### src/hw/rtl/quaternion_arithmetic_unit_macros.svh
// Assertion macros shared by the checking code of the quaternion unit.
`ifndef QUATERNION_ARITHMETIC_UNIT_MACROS_SVH
`define QUATERNION_ARITHMETIC_UNIT_MACROS_SVH

`define QAU_ASSERT_NOW(label, clk, rst_n, ante, cons, msg) \
    label: assert property (@(posedge clk) disable iff (!rst_n) (ante) |-> (cons)) \
        else $error(msg);

`define QAU_ASSERT_NEXT(label, clk, rst_n, ante, cons, msg) \
    label: assert property (@(posedge clk) disable iff (!rst_n) (ante) |=> (cons)) \
        else $error(msg);

`endif

### src/hw/rtl/qau_pkg.sv
package qau_pkg;

    localparam int CompW = 16;
    localparam int FracB = 14;
    localparam int ProdW = 2 * CompW;
    localparam int SumW = ProdW + 2;
    localparam int RadW = 2 * CompW + 2;
    localparam int RootW = RadW / 2;
    localparam int RemW = RootW + 3;
    localparam int FrontDepth = 4;
    localparam int FrontIdxW = $clog2(FrontDepth);
    localparam int OutDepth = 32;
    localparam int OutIdxW = $clog2(OutDepth);
    localparam int CntW = $clog2(OutDepth + 1);
    localparam int NumProd = 16;

    typedef enum logic [1:0] {
        OP_ADD  = 2'd0,
        OP_MUL  = 2'd1,
        OP_CONJ = 2'd2,
        OP_NORM = 2'd3
    } t_op;

    typedef struct packed {
        logic [1:0]              req_type;
        logic signed [CompW-1:0] a_w;
        logic signed [CompW-1:0] a_x;
        logic signed [CompW-1:0] a_y;
        logic signed [CompW-1:0] a_z;
        logic signed [CompW-1:0] b_w;
        logic signed [CompW-1:0] b_x;
        logic signed [CompW-1:0] b_y;
        logic signed [CompW-1:0] b_z;
    } t_req;

    typedef struct packed {
        logic signed [CompW-1:0] res_w;
        logic signed [CompW-1:0] res_x;
        logic signed [CompW-1:0] res_y;
        logic signed [CompW-1:0] res_z;
        logic [CompW-1:0]        norm_value;
        logic                    saturated;
    } t_rsp;

    typedef struct packed {
        logic is_add;
        logic is_mul;
        logic is_conj;
        logic is_norm;
    } t_cls;

    typedef struct packed {
        t_cls                    cls;
        logic signed [CompW-1:0] a_w;
        logic signed [CompW-1:0] a_x;
        logic signed [CompW-1:0] a_y;
        logic signed [CompW-1:0] a_z;
        logic signed [CompW-1:0] b_w;
        logic signed [CompW-1:0] b_x;
        logic signed [CompW-1:0] b_y;
        logic signed [CompW-1:0] b_z;
    } t_cmd;

    typedef struct packed {
        logic [CntW-1:0] used;
        logic [CntW-1:0] out_cnt;
        logic            take;
    } t_bstat;

    typedef struct packed {
        logic                    sat;
        logic signed [CompW-1:0] val;
    } t_clip;

    localparam logic signed [SumW-1:0] SumMax =
        {{(SumW - CompW + 1){1'b0}}, {(CompW - 1){1'b1}}};
    localparam logic signed [SumW-1:0] SumMin = ~SumMax;

    function automatic t_clip clip_comp(input logic signed [SumW-1:0] v);
        t_clip c;
        c.sat = 1'b0;
        c.val = v[CompW-1:0];
        if (v > SumMax) begin
            c.sat = 1'b1;
            c.val = SumMax[CompW-1:0];
        end else if (v < SumMin) begin
            c.sat = 1'b1;
            c.val = SumMin[CompW-1:0];
        end
        return c;
    endfunction

endpackage

### src/hw/rtl/qau_front.sv
module qau_front (
    input  logic          i_clk,
    input  logic          i_rst_n,
    input  logic          push,
    output logic          full,
    input  qau_pkg::t_req i_req,
    output logic          o_cmd_vld,
    output qau_pkg::t_cmd o_cmd,
    input  logic          i_cmd_rdy
);
    import qau_pkg::*;

    t_cmd                r_mem [FrontDepth];
    logic [FrontIdxW-1:0] r_wr, r_rd;
    logic [FrontIdxW:0]   r_cnt, n_cnt;
    t_cmd                w_cmd;
    logic                w_put, w_get;

    always_comb begin
        w_cmd.cls = '0;
        unique case (t_op'(i_req.req_type))
            OP_ADD:  w_cmd.cls.is_add = 1'b1;
            OP_MUL:  w_cmd.cls.is_mul = 1'b1;
            OP_CONJ: w_cmd.cls.is_conj = 1'b1;
            OP_NORM: w_cmd.cls.is_norm = 1'b1;
            default: w_cmd.cls.is_norm = 1'b1;
        endcase
        w_cmd.a_w = i_req.a_w;
        w_cmd.a_x = i_req.a_x;
        w_cmd.a_y = i_req.a_y;
        w_cmd.a_z = i_req.a_z;
        w_cmd.b_w = i_req.b_w;
        w_cmd.b_x = i_req.b_x;
        w_cmd.b_y = i_req.b_y;
        w_cmd.b_z = i_req.b_z;
    end

    assign full = (r_cnt == (FrontIdxW + 1)'(FrontDepth));
    assign o_cmd_vld = (r_cnt != '0);
    assign o_cmd = r_mem[r_rd];
    assign w_put = push && !full;
    assign w_get = o_cmd_vld && i_cmd_rdy;

    always_comb begin
        n_cnt = r_cnt;
        if (w_put && !w_get) begin
            n_cnt = r_cnt + 1'b1;
        end else if (w_get && !w_put) begin
            n_cnt = r_cnt - 1'b1;
        end
    end

    always_ff @(posedge i_clk) begin
        if (!i_rst_n) begin
            r_wr <= '0;
            r_rd <= '0;
            r_cnt <= '0;
        end else begin
            r_cnt <= n_cnt;
            if (w_put) begin
                r_wr <= r_wr + 1'b1;
            end
            if (w_get) begin
                r_rd <= r_rd + 1'b1;
            end
        end
    end

    always_ff @(posedge i_clk) begin
        if (w_put) begin
            r_mem[r_wr] <= w_cmd;
        end
    end

endmodule

### config.mk
export PLATFORM = sky130hd
export DESIGN_NAME = qau_front
export DESIGN_NICKNAME = d
export VERILOG_FILES = /design/src/hw/rtl/quaternion_arithmetic_unit_macros.svh /design/src/hw/rtl/qau_pkg.sv /design/src/hw/rtl/qau_front.sv
export SDC_FILE = /design/constraint.sdc
export NUM_CORES = 1
export LEC_CHECK = 0
export BUFFER_PORTS_ARGS = -buffer_cell sky130_fd_sc_hd__buf_2
export CORE_UTILIZATION = 55
export CTS_BUF_LIST = sky130_fd_sc_hd__clkbuf_4 sky130_fd_sc_hd__clkbuf_8
export DETAILED_ROUTE_END_ITERATION = 8
export GPL_ROUTABILITY_DRIVEN = 0
export PLACE_DENSITY = 0.76
export RECOVER_POWER = 25
export SYNTH_ARGS = -nofsm -noshare
export SYNTH_HDL_FRONTEND = slang
export SYNTH_SLANG_ARGS = --single-unit
### constraint.sdc
create_clock -name i_clk -period 14.86 [get_ports i_clk]
set_input_delay 2.972 -clock i_clk [delete_from_list [all_inputs] [get_ports i_clk]]
set_output_delay 2.972 -clock i_clk [all_outputs]
set_load 0.03 [all_outputs]
==> summary.md <==
| Metric | Value |
|---|---|
| Initial Util | 0.563 |
| CP arrival | 3.31 ns |
| Final Hold Fails | 0 |
| First-pass GRT wire length | 55,100 um |
| Area of the core | 34,700 um2 |
| Clk Tree Root Cell | clkbuf_8 |
| Ys Warns | 0 |
| Vias in the first global route | 9,322 |
| Skew final | 0.0263 ns |
| Leak | 7.40 nW |
| Tot GR Track Use | 0.207 |
| Num CTS Buffers | slightly above 80 |
| CTS clk-pin slew, worst paths | 0.06 ns |
| Final WL | approximately 36,000 um |
| Setup crit end kind | output port |
| Metal-1 WL | 14,800 um |
| Combinational power share | 0.271 |
| Critical Path Fanout Max | 48 |
| Placed Instances | 1,442 |
| Rows | around 70 |
| ANT nets after route | 0 |
| VDD IR max | 0.000113 V |
| Final period util | 0.423 |
| Placed Area | roughly 21,000 um2 |
| Avg Inst Size Synth | around 26 um2 |
| Vias | ~9,000 |
| Syn nets | 882 |
| Largest net degree at the start of global routing | 71 |
| Switching power share of the total | 0.314 |
| Die area | 36,300 um2 |
| Outcome | completed |
| Crit path kind | flop to output port |
| # H-tree levels | 3 |
| Nets | 1,211 |
| Netlist Area Pre-Place | 19,500 um2 |
| Setup Fix Bufs, Post-CTS | 0 |
| IO Port Bufs | between 200 and 300 |
| Area of the multi-input gates | around 3300 um2 |
| Longest Clk Path Bufs | 3 |
| Top sig layer | met5 |
| Final setup violation count | 0 |
| RSZ-0062 raised after global routing | no |
| Initial antenna violation count | 3 |
| Post-detail-place hpwl | around 22,000 um |
| PostCTS Resize Cnt | 0 |
| Part of the power in registers | 0.463 |
| WHS Path Cells | 2 |
| Final TNS setup | 0 ns |
| Setup WS pre-CTS | 8.83 ns |
| Netlist cell types | 22 |
| P_sw | 1.30 mW |
| Skew-Pair Late Insertion Delay | between 0.6 and 0.7 ns |
| CTS Sinks | roughly 540 |
| Seq cells post-synth | 537 |
| CTS tree | done |
| Seq/Total Area, Yosys | 0.821 |
| Slew Limit Headroom | 0.284 |
| Fill cells | 2,284 |
| Layout area overhead | 16.1% |
| Clock share of power | 0.266 |
| Setup WS post-layout | 8.58 ns |
| Reg area | roughly 16,000 um2 |
| WP data required | approximately 12 ns |
| Int Pwr | 2.84 mW |
| Power per cell area | 183 nW/um2 |
| Highest clock rate | roughly 0.16 GHz |
| Post-route cell area | 22,700 um2 |
| CP startpoint kind | flop |
| Layout cells sized above 1 | 0.396 |
| Die Height | ~190 um |
| Max-cap viol count | 0 |
| Worst-Margin Slew | 1.07 ns |
| Worst R2R Path Depth | 5 |
| Period minus WS final | between 6 and 7 ns |
| Final Max Tran Viols | 0 |
| Via density per instance | about 5.7 |
| Syn Inst Count | around 740 |
| Most common cell after layout, fill and taps aside | edfxtp_1 |
| WL met2 | 17,600 um |
| I/O Pins | 268 |
| 1st-iter DRT viols | roughly 740 |
| Fin cells | between 1,500 and 2,000 |
| Die X | 190 um |
| Worst hold path type | flop to flop |
| Met3 WL | 3310 um |
| CTS Hold Bufs | 0 |
| Detailed-route wire length per cell | 23.0 um |
| Most frequent cells in the layout | edfxtp_1 (528), buf_2 (179), mux4_2 (132) |
| DRT Pass-1 Iters | 5 |
| DRC Markers | 0 |
| Total congestion overflow | 0 |
-- cell families after synthesis --
logic type,share of synthesized area
AO/OA/AOI/OAI,0.00147
flip-flops,0.821
AND/OR/NAND/NOR,0.00615
buffers and inverters,0.0115
XOR/XNOR,0.00179
adder cells (fa/ha/maj),0.00423
multiplexers,0.154
-- per-layer routing --
metal,vias up,GRT usage
met5,-,0.0137
li1,3865,-
met1,4690,0.291
met3,57,0.0650
met2,377,0.310
met4,6,0.0683
-- critical path, stage by stage, from the launching register on --
cell and delay (ns):
dfxtp_4 0.88, buf_4 0.86, mux4_2 0.64, buf_2 0.20
-- registers in the layout, summed over array words and instances (netlist names), named ones only --
name,cells
r_cnt,3
r_mem,528
r_rd,2
r_wr,2
-- power groups by stage --
stage,Clock [mW],Sequential (mW),Combinational (mW)
global route,1.19,1.94,1.19
floorplan,0,1.91,0.885
CTS,1.13,1.93,1.15
finish,1.10,1.92,1.13
detailed placement,0,1.96,1.15
global placement,0,1.94,1.14
-- worst paths after layout --
path | start | to | slack (ns)
min reg2reg | r_wr[1] | r_wr[1] | 0.51
min | r_wr[1] | r_wr[1] | 0.51
max reg2reg | r_cnt[0] | r_mem[2][114] | 11.36
max | flop | o_cmd[32] | 8.58
-- cell type report --
class,instances,share of cell area
Sequential cell,537,0.707
Clock inverter,28,0.00535
Tap cell,455,0.0251
Antenna cell,2,0.000221
Inverter,3,0.000496
Timing Repair Buffer,277,0.0574
Clock buffer,109,0.0595
Multi-Input combinational cell,170,0.145
-- stage by stage --
| stage | util | power [mW] | hold WS (ns) |
|---|---|---|---|
| after floorplan | - | 2.80 | 0.468 |
| after global placement | 0.614 | 3.08 | 0.483 |
| after detailed placement | 0.614 | 3.10 | 0.503 |
| after CTS | 0.656 | 4.21 | 0.511 |
| after global routing | 0.653 | 4.32 | 0.541 |
| final | 0.653 | 4.15 | 0.513 |
-- Yosys cell counts, drive strengths merged --
master | instances | area share
ha | 5 | 0.0032
mux4 | 132 | 0.15
nor3b | 1 | 0.00038
o31ai | 1 | 0.00038
nor2 | 1 | 0.00019
or3 | 2 | 0.00064
fa | 1 | 0.0010
clkbuf | 7 | 0.0013
and2 | 9 | 0.0029
a21boi | 1 | 0.00038
o311ai | 1 | 0.00045
buf | 25 | 0.0096
nor2b | 4 | 0.0013
edfxtp | 528 | 0.81
inv | 3 | 0.00058
nand2 | 4 | 0.00077
o21ai | 1 | 0.00026
dfxtp | 9 | 0.0092
xor2 | 1 | 0.00045
xnor2 | 3 | 0.0013
mux2i | 3 | 0.0015
No activity file was read; power rests on OpenSTA's default activity.
